File: config.mk
export PLATFORM = sky130hd
export DESIGN_NAME = multi_window_moving_average_unit
export DESIGN_NICKNAME = d
export VERILOG_FILES = /design/src/mwma_pkg.sv /design/src/multi_window_moving_average_unit.sv /design/src/mwma_cell.sv /design/src/mwma_window.sv
export SDC_FILE = /design/constraint.sdc
export NUM_CORES = 1
export LEC_CHECK = 0
export BUFFER_PORTS_ARGS = -buffer_cell sky130_fd_sc_hd__buf_4
export CORE_UTILIZATION = 60
export CTS_BUF_LIST = sky130_fd_sc_hd__clkbuf_16
export CTS_CLUSTER_DIAMETER = 150
export DETAILED_ROUTE_END_ITERATION = 8
export PLACE_DENSITY = 0.78
export RECOVER_POWER = 25
export SLEW_MARGIN = 20
export SYNTH_ARGS = -nofsm -noshare
export SYNTH_HDL_FRONTEND = slang
export SYNTH_SLANG_ARGS = --single-unit
export TNS_END_PERCENT = 10
File: constraint.sdc
create_clock -name clk -period 17.3 [get_ports clk]
set_input_delay 0.865 -clock clk [delete_from_list [all_inputs] [get_ports clk]]
set_output_delay 0.865 -clock clk [all_outputs]
set_load 0.01 [all_outputs]
File: src/mwma_pkg.sv
package mwma_pkg;

	localparam int LOAD_W     = 14;
	localparam int SUM_W      = 18;
	localparam int HELD_W     = 4;
	localparam int COUNT_W    = 64;
	localparam int RING_DEPTH = 15;
	localparam int STATUS_W   = 2;

	localparam logic [LOAD_W-1:0] LOAD_MAX = 14'd10000;
	localparam logic [HELD_W-1:0] HELD_MAX = 4'd15;

	localparam logic [STATUS_W-1:0] STATUS_OK    = 2'd0;
	localparam logic [STATUS_W-1:0] STATUS_RANGE = 2'd1;
	localparam logic [STATUS_W-1:0] STATUS_FULL  = 2'd2;

	// stage enables shared by the window units
	typedef struct packed {
		logic upd;
		logic adv1;
		logic adv2;
	} mwma_ctl_t;

endpackage

File: src/multi_window_moving_average_unit.sv
// Moving averages of a load stream over three windows (SHORT_WINDOW, MID_WINDOW,
// LONG_WINDOW samples, each 1..15). One sample beat can be taken every clock cycle
// unless the result side stalls; each beat gives one result beat, registered after
// the running-sum update and again after the reciprocal multiply that divides each
// sum by its window. Samples sit in a 15-cell shift chain; cell W-1 feeds the
// sample leaving window W. Samples above 10000 and samples arriving with the
// 64-bit count saturated are reported through status and leave the state untouched.
module multi_window_moving_average_unit #(
	parameter int SHORT_WINDOW = 5,
	parameter int MID_WINDOW   = 10,
	parameter int LONG_WINDOW  = 15
) (
	input  logic         clk,
	input  logic         arst_n,
	input  logic         s_tvalid,
	output logic         s_tready,
	input  logic [15:0]  s_tdata,  // [13:0] load_hundredths
	output logic         m_tvalid,
	input  logic         m_tready,
	output logic [111:0] m_tdata,  // [13:0] short_average, [27:14] mid_average,
	                               // [41:28] long_average, [105:42] accepted_count
	output logic [4:0]   m_tuser   // [0] short_ready, [1] mid_ready, [2] long_ready,
	                               // [4:3] status
);
	import mwma_pkg::*;

	logic [LOAD_W-1:0]   sample;
	logic                accept;
	logic [STATUS_W-1:0] status_nx;
	mwma_ctl_t           ctl;

	logic                v1_q, v2_q;
	logic [HELD_W-1:0]   held_q, held_nx, held_s1;
	logic [COUNT_W-1:0]  total_q, total_nx, count_s1, count_s2;
	logic [STATUS_W-1:0] status_s1, status_s2;

	logic [LOAD_W-1:0] cell_q [RING_DEPTH];

	logic [LOAD_W-1:0] short_avg, mid_avg, long_avg;
	logic              short_rdy, mid_rdy, long_rdy;

	assign sample = s_tdata[LOAD_W-1:0];

	assign ctl.adv2 = !v2_q || m_tready;
	assign ctl.adv1 = !v1_q || ctl.adv2;
	assign s_tready = ctl.adv1;
	assign accept   = s_tvalid && s_tready;

	always_comb begin
		if (sample > LOAD_MAX) begin
			status_nx = STATUS_RANGE;
		end else if (total_q == '1) begin
			status_nx = STATUS_FULL;
		end else begin
			status_nx = STATUS_OK;
		end
	end

	assign ctl.upd  = accept && (status_nx == STATUS_OK);
	assign held_nx  = held_q + HELD_W'(held_q != HELD_MAX);
	assign total_nx = total_q + COUNT_W'(1);

	always_ff @(posedge clk or negedge arst_n) begin
		if (!arst_n) begin
			held_q  <= '0;
			total_q <= '0;
		end else if (ctl.upd) begin
			held_q  <= held_nx;
			total_q <= total_nx;
		end
	end

	always_ff @(posedge clk or negedge arst_n) begin
		if (!arst_n) begin
			v1_q <= 1'b0;
			v2_q <= 1'b0;
		end else begin
			if (ctl.adv1) begin
				v1_q <= accept;
			end
			if (ctl.adv2) begin
				v2_q <= v1_q;
			end
		end
	end

	always_ff @(posedge clk) begin
		if (ctl.adv1) begin
			held_s1   <= ctl.upd ? held_nx : held_q;
			count_s1  <= ctl.upd ? total_nx : total_q;
			status_s1 <= status_nx;
		end
		if (ctl.adv2) begin
			count_s2  <= count_s1;
			status_s2 <= status_s1;
		end
	end

	// newest sample in cell 0
	for (genvar i = 0; i < RING_DEPTH; i++) begin : g_cell
		if (i == 0) begin : g_head
			mwma_cell u_cell (.clk(clk), .shift(ctl.upd), .d(sample), .q(cell_q[i]));
		end else begin : g_body
			mwma_cell u_cell (.clk(clk), .shift(ctl.upd), .d(cell_q[i-1]), .q(cell_q[i]));
		end
	end

	mwma_window #(.Window(SHORT_WINDOW)) u_short (
		.clk(clk), .arst_n(arst_n), .ctl(ctl), .sample(sample),
		.leaving(cell_q[SHORT_WINDOW-1]), .held(held_q), .held_s1(held_s1),
		.average(short_avg), .ready(short_rdy)
	);

	mwma_window #(.Window(MID_WINDOW)) u_mid (
		.clk(clk), .arst_n(arst_n), .ctl(ctl), .sample(sample),
		.leaving(cell_q[MID_WINDOW-1]), .held(held_q), .held_s1(held_s1),
		.average(mid_avg), .ready(mid_rdy)
	);

	mwma_window #(.Window(LONG_WINDOW)) u_long (
		.clk(clk), .arst_n(arst_n), .ctl(ctl), .sample(sample),
		.leaving(cell_q[LONG_WINDOW-1]), .held(held_q), .held_s1(held_s1),
		.average(long_avg), .ready(long_rdy)
	);

	assign m_tvalid = v2_q;
	assign m_tdata  = {6'd0, count_s2, long_avg, mid_avg, short_avg};
	assign m_tuser  = {status_s2, long_rdy, mid_rdy, short_rdy};

`ifndef SYNTH
	a_held_tracks_total: assert property (@(posedge clk) disable iff (!arst_n)
		held_q == ((total_q > 64'd15) ? HELD_MAX : total_q[HELD_W-1:0]))
		else $error("held count out of step with accepted total");

	a_total_step: assert property (@(posedge clk) disable iff (!arst_n)
		ctl.upd |=> total_q == $past(total_q) + 64'd1)
		else $error("accepted total did not advance by one");

	a_stall_blocks_input: assert property (@(posedge clk) disable iff (!arst_n)
		(v1_q && v2_q && !m_tready) |-> !s_tready)
		else $error("input taken while both stages are stalled");

	a_reject_keeps_state: assert property (@(posedge clk) disable iff (!arst_n)
		(accept && status_nx != STATUS_OK) |=> $stable(total_q) && $stable(held_q))
		else $error("rejected sample changed the state");
`endif

endmodule

File: src/mwma_cell.sv
module mwma_cell (
	input  logic                       clk,
	input  logic                       shift,
	input  logic [mwma_pkg::LOAD_W-1:0] d,
	output logic [mwma_pkg::LOAD_W-1:0] q
);
	import mwma_pkg::*;

	logic [LOAD_W-1:0] sample_q;

	// only read once written, so no reset
	always_ff @(posedge clk) begin
		if (shift) begin
			sample_q <= d;
		end
	end

	assign q = sample_q;

endmodule

File: src/mwma_window.sv
module mwma_window #(
	parameter int Window = 5
) (
	input  logic                        clk,
	input  logic                        arst_n,
	input  mwma_pkg::mwma_ctl_t         ctl,
	input  logic [mwma_pkg::LOAD_W-1:0] sample,
	input  logic [mwma_pkg::LOAD_W-1:0] leaving,
	input  logic [mwma_pkg::HELD_W-1:0] held,
	input  logic [mwma_pkg::HELD_W-1:0] held_s1,
	output logic [mwma_pkg::LOAD_W-1:0] average,
	output logic                        ready
);
	import mwma_pkg::*;

	// floor(x / Window) == (x * Recip) >> RecipShift for x < 2**SUM_W
	localparam int RecipShift = SUM_W + 4;
	localparam int RecipW     = RecipShift + 1;
	localparam int ProdW      = SUM_W + RecipW;
	localparam logic [RecipW-1:0] Recip =
		RecipW'(((64'd1 << RecipShift) + 64'(Window) - 64'd1) / 64'(Window));

	logic [SUM_W-1:0]  sum_q;
	logic [SUM_W-1:0]  sum_nx;
	logic [SUM_W-1:0]  sum_s1;
	logic [ProdW-1:0]  prod;
	logic              ready_nx;
	logic [LOAD_W-1:0] avg_s2;
	logic              ready_s2;

	assign sum_nx = sum_q
		- ((held >= HELD_W'(Window)) ? SUM_W'(leaving) : '0)
		+ SUM_W'(sample);

	always_ff @(posedge clk or negedge arst_n) begin
		if (!arst_n) begin
			sum_q <= '0;
		end else if (ctl.upd) begin
			sum_q <= sum_nx;
		end
	end

	always_ff @(posedge clk) begin
		if (ctl.adv1) begin
			sum_s1 <= ctl.upd ? sum_nx : sum_q;
		end
	end

	assign prod     = ProdW'(sum_s1) * ProdW'(Recip);
	assign ready_nx = held_s1 >= HELD_W'(Window);

	always_ff @(posedge clk) begin
		if (ctl.adv2) begin
			avg_s2   <= ready_nx ? prod[RecipShift +: LOAD_W] : '0;
			ready_s2 <= ready_nx;
		end
	end

	assign average = avg_s2;
	assign ready   = ready_s2;

endmodule

==> metrics.txt, run 1 <==
# TYPE chip_impl_metric gauge
chip_impl_info{name="r2r-start",value="u_short.sum_s1[10]"} 1
chip_impl_info{name="hp-class",value="flip-flop to flip-flop"} 1
chip_impl_metric{name="grt_antenna_before_repair",unit=""} 0
chip_impl_metric{name="synth.cell_area",unit="um^2"} 35600
chip_impl_metric{name="start_util",unit="%"} 61.2
chip_impl_metric{name="clock_insertion_delay_worst_skew",unit="ns"} 0.65
chip_impl_metric{name="worstPathRequired",unit="ns"} 17.63
chip_impl_metric{name="worst-path-buf-inv",unit=""} 4
chip_impl_metric{name="share_of_the_synthesized_area_in_the_top_cell_type",unit="%"} 37.6
chip_impl_metric{name="num_antenna_cells",unit=""} 0
chip_impl_info{name="cts_tree",value="done"} 1
chip_impl_metric{name="synthArstFlopShare",unit="%"} 21.8
chip_impl_info{name="critPathTopFamily",value="adder cells"} 1
chip_impl_info{name="largest_cells_by_area_after_synthesis",value="sky130_fd_sc_hd__edfxtp_1 (38%), sky130_fd_sc_hd__fa_1 (15%), sky130_fd_sc_hd__ha_1 (14%)"} 1
chip_impl_info{name="rsz0062_at_grt",value="no"} 1
chip_impl_metric{name="fmaxAchievable",unit="MHz"} 161
chip_impl_metric{name="wire_per_inst",unit="um"} 17.8
chip_impl_metric{name="timing_hold_violations_final",unit=""} 0
chip_impl_info{name="most_common_cell_in_the_synthesized_netlist",value="sky130_fd_sc_hd__inv_1"} 1
chip_impl_metric{name="maxSlewViolCount",unit=""} 56
chip_impl_info{name="critPathMostFrequentCell",value="sky130_fd_sc_hd__fa_1"} 1
chip_impl_metric{name="worst_path_arrival_time",unit="ns"} 6.55
chip_impl_metric{name="clkTransAtPathRegs",unit="ns"} 0.07
chip_impl_metric{name="detailedRoute.firstPassIterationCount",unit=""} 6
chip_impl_metric{name="place_hpwl",unit="mm"} 52.8
chip_impl_metric{name="synth_area_per_cell",unit="um^2"} 12.3
chip_impl_metric{name="path_max_fanout",unit=""} 6
chip_impl_metric{name="grtUsageTotal",unit="%"} 23.7
chip_impl_metric{name="yosys_warnings",unit=""} 0
chip_impl_metric{name="timing.critical_path.slowest_cell_delay",unit="ns"} 0.67
chip_impl_metric{name="whs",unit="ns"} 0.405
chip_impl_info{name="clock-root-buffer",value="sky130_fd_sc_hd__clkbuf_16"} 1
chip_impl_info{name="crit-reg2reg-capture",value="u_short.average[13]"} 1
chip_impl_metric{name="setup_viol",unit=""} 0
chip_impl_metric{name="synth_edf_count",unit=""} 445
chip_impl_info{name="synth_area_leader_cell",value="sky130_fd_sc_hd__edfxtp_1"} 1
chip_impl_metric{name="regToRegSetupSlack",unit="ns"} 11.08
chip_impl_metric{name="ant_nets",unit=""} 0
chip_impl_metric{name="cts-hold-fix-buffers",unit=""} 0
chip_impl_metric{name="worstMarginPinSlew",unit="ns"} 3.42
chip_impl_metric{name="drive_gt1_share",unit="%"} 7.74
chip_impl_metric{name="grt.overflow.total",unit=""} 0
chip_impl_metric{name="synthCells",unit=""} 2885
chip_impl_metric{name="ys_seq_area_share",unit="%"} 46.3
chip_impl_info{name="critical_path_class",value="flip-flop to flip-flop"} 1
chip_impl_metric{name="row_count",unit=""} 88
chip_impl_metric{name="ys_ff_latch",unit=""} 569
chip_impl_metric{name="chipWidth",unit="um"} 246
chip_impl_info{name="hp-start",value="g_cell[13].g_body.u_cell.q[3]"} 1
chip_impl_metric{name="vias_after_detailed_routing",unit=""} 21159
chip_impl_metric{name="first_global_vias",unit=""} 22571
chip_impl_metric{name="wl",unit="mm"} 68.9
chip_impl_info{name="cpMaxStageDelayCell",value="sky130_fd_sc_hd__a311oi_1"} 1
chip_impl_metric{name="totalNegativeSetupSlack",unit="ns"} 0
chip_impl_metric{name="final_net_count",unit=""} 3754
chip_impl_metric{name="timing.hold.worst_path_depth",unit=""} 0
chip_impl_metric{name="floorplan.die_area",unit="um^2"} 60300
chip_impl_metric{name="numCtsBuffers",unit=""} 58
chip_impl_info{name="hold_path_end",value="g_cell[14].g_body.u_cell.q[3]"} 1
chip_impl_info{name="setup_crit_start_kind",value="flip-flop"} 1
chip_impl_metric{name="post-route-period-util",unit="%"} 36.0
chip_impl_metric{name="number_of_distinct_standard_cells_referenced_by_the_synthesized_netlist",unit=""} 73
chip_impl_info{name="outcome",value="finished with violations"} 1
chip_impl_info{name="worstPathCellList",value="inv_1, ha_1, inv_1, fa_1, fa_1, fa_1, inv_1, fa_1, fa_1, inv_1, ha_1, a21oi_1, o21ai_0, a21oi_1, o21ai_1, a311oi_1, o21ai_0, nor3_1, a311oi_1"} 1
chip_impl_metric{name="clock-skew-final",unit="ns"} 0.0634
chip_impl_metric{name="postCtsSetupRepairBufs",unit=""} 0
chip_impl_metric{name="drc",unit=""} 0
chip_impl_metric{name="largest_net_degree_at_the_start_of_global_routing",unit=""} 132
chip_impl_metric{name="grt_pass1_wl",unit="mm"} 113
chip_impl_info{name="setup.worst_path.start",value="u_short.sum_s1[10]"} 1
chip_impl_metric{name="synthToLayoutAreaGrowth",unit="%"} 10.5
chip_impl_metric{name="gp_congestion",unit=""} 0.929
chip_impl_metric{name="final.fill_count",unit=""} 4082
chip_impl_metric{name="io_buffers",unit=""} 130
chip_impl_metric{name="r2r_cells",unit=""} 19
chip_impl_metric{name="finalWorstPathRequiredPeriod",unit="ns"} 6.22
chip_impl_metric{name="htree_levels",unit=""} 2
chip_impl_metric{name="drv_cap",unit=""} 1
chip_impl_info{name="synth_flop_cell",value="sky130_fd_sc_hd__edfxtp_1"} 1
chip_impl_metric{name="total_i_o_pin_count",unit=""} 139
chip_impl_metric{name="clk_path_buf_depth",unit=""} 3
chip_impl_metric{name="cts_resized",unit=""} 0
chip_impl_metric{name="dieHeight",unit="um"} 246
chip_impl_info{name="worstSetupEndpointType",value="flip-flop"} 1
chip_impl_info{name="netlist_top_cells_count",value="sky130_fd_sc_hd__inv_1 (603), sky130_fd_sc_hd__edfxtp_1 (445), sky130_fd_sc_hd__ha_1 (409)"} 1
chip_impl_metric{name="timing.max_slew.rel_slack",unit="%"} -128
chip_impl_metric{name="floorplan.core_area",unit="um^2"} 58100
chip_impl_metric{name="initialDrtViolationCount",unit=""} 1248
chip_impl_metric{name="vias_per_cell",unit=""} 5.47
chip_impl_info{name="violations",value="capacitance limit, slew limit"} 1
chip_impl_metric{name="cts_num_sinks",unit=""} 569
==> cell families after synthesis <==
group	count (synthesis)	synth area share, %
AOI/OAI and AO/OA	335	5.92
xor gates and xnor gates	137	3.39
adders and majority gates	682	29.7
buffers and inverters	639	6.90
DFF	569	46.3
muxes	6	0.172
other	1	0.0105
and+or+nand+nor	516	7.58
==> sequential cells by signal, indices dropped and copies added (netlist names), 4 cells and up <==
| signal | flops |
|---|---|
| u_short.sum_s1 | 18 |
| u_mid.average | 14 |
| u_long.sum_q | 18 |
| u_long.sum_s1 | 18 |
| g_cell.g_head.u_cell.q | 14 |
| u_mid.sum_s1 | 18 |
| u_short.sum_q | 18 |
| held_s1 | 4 |
| total_q | 64 |
| u_mid.sum_q | 18 |
| count_s2 | 64 |
| u_short.average | 14 |
| u_long.average | 14 |
| count_s1 | 64 |
| g_cell.g_body.u_cell.q | 196 |
| held_q | 4 |
==> metrics by stage <==
step | utilization, % | instance area [um^2] | setup slack, ns | instances
final | 67.6 | 39300 | 11.08 | 3867
after global routing | 67.6 | 39300 | 10.73 | 3867
after CTS | 67.7 | 39400 | 11.08 | 3867
after detailed placement | 64.4 | 37400 | 11.11 | 3757
after global placement | 64.4 | 37400 | 11.17 | 3757
after floorplan | - | 35600 | 5.65 | 2890
==> routing by layer <==
layer | vias to the layer above | wire, um | global-route usage, % | share of wire, %
met4 | 0 | 1790 | 7.03 | 2.6
met3 | 120 | 3010 | 3.36 | 4.4
li1 | 10048 | - | - | -
met2 | 489 | 35100 | 41.0 | 51
met1 | 10502 | 29100 | 31.1 | 42
met5 | - | 0 | 0 | 0
==> worst max path at each step <==
stage,end,cells past startpoint
after floorplan,u_long.sum_s1[11],7
after CTS,u_short.average[13],19
after detailed placement,u_short.average[13],19
after global placement,u_short.average[13],19
after global routing,u_short.average[13],19
final,u_short.average[13],19
==> cells in the final DEF (no fill, tap or decap), drive strengths merged, types with 21 or more instances in the layout <==
cell    instances
inv           624
edfxtp        445
ha            409
fa            273
nand2         141
dfrtp         124
buf           123
o21ai         103
nor2           99
xnor2          83
a21oi          80
clkbuf         73
xor2           54
nand3          53
and2           40
a21o           34
nor3           31
nand4          27
nor2b          26
clkinv         22
o21a           21
==> layout make-up <==
type | instances | area (um^2) | area share [%]
Timing Repair Buffer | 138 | 1000 | 2.55
Tap cell | 765 | 957 | 2.43
Inverter | 603 | 2270 | 5.78
Sequential cell | 569 | 16500 | 41.9
Clock buffer | 58 | 1450 | 3.69
Clock inverter | 52 | 470 | 1.20
Multi-Input combinational cell | 1682 | 16700 | 42.5
==> worst reg2reg max path: cells and delay by family (launching register included) <==
| kind | cells | cell delay, ns |
|---|---|---|
| adders and majority gates | 7 | 3.35 |
| AOI/OAI and AO/OA | 7 | 1.63 |
| DFF | 1 | 0.46 |
| buffers and inverters | 4 | 0.25 |
| and+or+nand+nor | 1 | 0.23 |
Power of run 1 is left out: the tool's default activity adds up to more than one toggle a clock period on the data nets, which glitch-free logic cannot reach.
==> run 2: changes to the inputs <==
==> constraint.sdc (replaced) <==
create_clock -name clk -period 5.92 [get_ports clk]
set_input_delay 0.296 -clock clk [delete_from_list [all_inputs] [get_ports clk]]
set_output_delay 0.296 -clock clk [all_outputs]
set_load 0.01 [all_outputs]
==> run 2 against run 1 <==
Hold slack improved by 0.0038 ns. The flow still finishes with violations (capacitance limit, slew limit). Sequential share of layout area shrank 0.67 points. Non-clock buffer count is 57 higher. Wire length rose by 2.0%. Global-route usage up 0.19 points. Final cell count grew 1.5%. Fmax up 9.1%. Critical path depth is 1 lower. Clock skew decreased by 0.023 ns. First-iteration DRC count increased by 4.5%. Design area up 1.6%.
==> metrics.txt, run 2 (synthesized netlist as in run 1, its figures left out) <==
# TYPE chip_impl_metric gauge
chip_impl_info{name="outcome",value="finished with violations"} 1
chip_impl_info{name="violations",value="capacitance limit, slew limit"} 1
chip_impl_metric{name="path_max_fanout",unit=""} 4
chip_impl_metric{name="numCtsBuffers",unit=""} 59
chip_impl_metric{name="clkTransAtPathRegs",unit="ns"} 0.06
chip_impl_info{name="setup.worst_path.end",value="u_mid.average[12]"} 1
chip_impl_metric{name="largest_net_degree_at_the_start_of_global_routing",unit=""} 159
chip_impl_metric{name="initialDrtViolationCount",unit=""} 1304
chip_impl_info{name="setup.worst_path.start",value="u_mid.sum_s1[4]"} 1
chip_impl_metric{name="setup_ws",unit="ns"} 0.214
chip_impl_metric{name="num_antenna_cells",unit=""} 0
chip_impl_metric{name="gp_congestion",unit=""} 0.905
chip_impl_metric{name="post-route-period-util",unit="%"} 96.4
chip_impl_metric{name="setup_viol",unit=""} 0
chip_impl_metric{name="io_buffers",unit=""} 130
chip_impl_metric{name="timing_hold_violations_final",unit=""} 0
chip_impl_metric{name="row_count",unit=""} 88
chip_impl_metric{name="clock_insertion_delay_worst_skew",unit="ns"} 0.64
chip_impl_metric{name="place_hpwl",unit="mm"} 53.5
chip_impl_metric{name="clock-skew-final",unit="ns"} 0.0408
chip_impl_info{name="mostFrequentLayoutCells",value="sky130_fd_sc_hd__inv_1 (608), sky130_fd_sc_hd__edfxtp_1 (445), sky130_fd_sc_hd__ha_1 (404), sky130_fd_sc_hd__fa_1 (267), sky130_fd_sc_hd__buf_4 (164)"} 1
chip_impl_info{name="rsz0062_at_grt",value="yes"} 1
chip_impl_metric{name="place_worst_setup_slack",unit="ns"} -0.00576
chip_impl_metric{name="start_util",unit="%"} 61.2
chip_impl_info{name="critical_path_class",value="flip-flop to flip-flop"} 1
chip_impl_metric{name="chipWidth",unit="um"} 246
chip_impl_metric{name="maxSlewViolCount",unit=""} 56
chip_impl_metric{name="worstMarginPinSlew",unit="ns"} 3.28
chip_impl_metric{name="synthToLayoutAreaGrowth",unit="%"} 12.3
chip_impl_metric{name="grt_antenna_before_repair",unit=""} 0
chip_impl_info{name="cts_tree",value="done"} 1
chip_impl_metric{name="timing.max_slew.rel_slack",unit="%"} -119
chip_impl_metric{name="first_global_vias",unit=""} 22570
chip_impl_metric{name="clk_path_buf_depth",unit=""} 3
chip_impl_metric{name="totalNegativeSetupSlack",unit="ns"} 0
chip_impl_metric{name="final.fill_count",unit=""} 4076
chip_impl_info{name="setup_crit_start_kind",value="flip-flop"} 1
chip_impl_metric{name="floorplan.core_area",unit="um^2"} 58100
chip_impl_metric{name="largest_reg_flops",unit=""} 196
chip_impl_metric{name="r2r_cells",unit=""} 18
chip_impl_metric{name="cts_num_sinks",unit=""} 569
chip_impl_info{name="crit-reg2reg-capture",value="u_mid.average[12]"} 1
chip_impl_metric{name="dieHeight",unit="um"} 246
chip_impl_metric{name="ff_latch_area",unit="um^2"} 16500
chip_impl_metric{name="grt.overflow.total",unit=""} 0
chip_impl_metric{name="wire_per_inst",unit="um"} 17.9
chip_impl_info{name="leading_cell_type_in_the_layout_fill_and_taps_excluded",value="sky130_fd_sc_hd__inv_1"} 1
chip_impl_metric{name="final_net_count",unit=""} 3812
chip_impl_metric{name="utilization",unit="%"} 68.7
chip_impl_metric{name="ant_nets",unit=""} 0
chip_impl_metric{name="detailedRoute.firstPassIterationCount",unit=""} 5
chip_impl_metric{name="drive_gt1_share",unit="%"} 9.81
chip_impl_metric{name="wl",unit="mm"} 70.3
chip_impl_metric{name="floorplan.die_area",unit="um^2"} 60300
chip_impl_info{name="hp-class",value="flip-flop to flip-flop"} 1
chip_impl_metric{name="drc",unit=""} 0
chip_impl_metric{name="fmaxAchievable",unit="MHz"} 175
chip_impl_info{name="r2r-start",value="u_mid.sum_s1[4]"} 1
chip_impl_metric{name="drv_cap",unit=""} 1
chip_impl_metric{name="multi_input_gate_area_in_the_final_layout",unit="um^2"} 16800
chip_impl_metric{name="worst_path_arrival_time",unit="ns"} 6.16
chip_impl_metric{name="vias_per_cell",unit=""} 5.49
chip_impl_metric{name="finalWorstPathRequiredPeriod",unit="ns"} 5.71
chip_impl_metric{name="regToRegSetupSlack",unit="ns"} 0.21
chip_impl_metric{name="grtUsageTotal",unit="%"} 23.9
chip_impl_info{name="worstSetupEndpointType",value="flip-flop"} 1
chip_impl_metric{name="worstPathRequired",unit="ns"} 6.38
chip_impl_metric{name="vias_after_detailed_routing",unit=""} 21551
chip_impl_metric{name="total_i_o_pin_count",unit=""} 139
chip_impl_info{name="clock-root-buffer",value="sky130_fd_sc_hd__clkbuf_16"} 1
chip_impl_metric{name="grt_pass1_wl",unit="mm"} 113
chip_impl_metric{name="htree_levels",unit=""} 2
[run 2: worst min-delay path by stage]
| stage | slack [ns] | cells after the start | start | end |
|---|---|---|---|---|
| after floorplan | 0.0004 | 0 | arst_n | held_q[0] |
| after global placement | 0.39 | 1 | arst_n | u_long.sum_q[17] |
| after detailed placement | 0.40 | 1 | arst_n | u_long.sum_q[17] |
| after CTS | 0.32 | 2 | arst_n | u_long.sum_q[11] |
| after global routing | 0.40 | 2 | s_tdata[6] | g_cell[0].g_head.u_cell.q[6] |
| final | 0.41 | 0 | g_cell[13].g_body.u_cell.q[7] | g_cell[14].g_body.u_cell.q[7] |
[run 2: area by class of cell]
class | instances | area share [%]
Multi-Input combinational cell | 1682 | 42.1
Inverter | 603 | 5.68
Clock buffer | 60 | 3.76
Timing Repair Buffer | 195 | 3.64
Tap cell | 765 | 2.40
Clock inverter | 52 | 1.24
Sequential cell | 569 | 41.2
[run 2: what timing repair did]
item / CTS / global route
resized for setup: 2 / 32
endpoints found under the hold margin: 70 / 0
endpoints found under the setup margin: 2 / 20
gates cloned: 0 / 0
pin swaps: 0 / 19
hold buffers: 16 / 0
buffers inserted: 0 / 10
[run 2: through the flow]
stage	std cells	area, um^2	hold WS (ns)
floorplan	2890	35600	0.000409
global placement	3788	37700	0.387
detailed placement	3788	37700	0.404
CTS	3916	39800	0.323
global route	3926	40000	0.400
finish	3926	40000	0.409
[run 2: per-layer routing]
layer,routed length (um),track usage (%),part of all wire (%),vias up
li1,-,-,-,10147
met1,30100,32.2,43,10740
met2,35200,40.4,50,527
met3,3230,3.26,4.6,137
met4,1860,7.29,2.6,0
met5,0,0,0,-
[run 2: critical path: stages (launching register included)]
cell and delay, ns:
sky130_fd_sc_hd__edfxtp_1 0.44, sky130_fd_sc_hd__ha_1 0.36, sky130_fd_sc_hd__ha_1 0.20, sky130_fd_sc_hd__or2_2 0.32, sky130_fd_sc_hd__fa_1 0.51, sky130_fd_sc_hd__inv_1 0.05
sky130_fd_sc_hd__fa_1 0.46, sky130_fd_sc_hd__fa_1 0.53, sky130_fd_sc_hd__inv_1 0.06, sky130_fd_sc_hd__fa_1 0.48, sky130_fd_sc_hd__ha_1 0.37, sky130_fd_sc_hd__a21oi_1 0.13
sky130_fd_sc_hd__o21ai_0 0.09, sky130_fd_sc_hd__a211o_1 0.34, sky130_fd_sc_hd__or2_2 0.30, sky130_fd_sc_hd__o21a_1 0.23, sky130_fd_sc_hd__a211o_1 0.36, sky130_fd_sc_hd__a21oi_2 0.15
sky130_fd_sc_hd__mux2i_1 0.18
Power of run 2 is left out for the same reason.
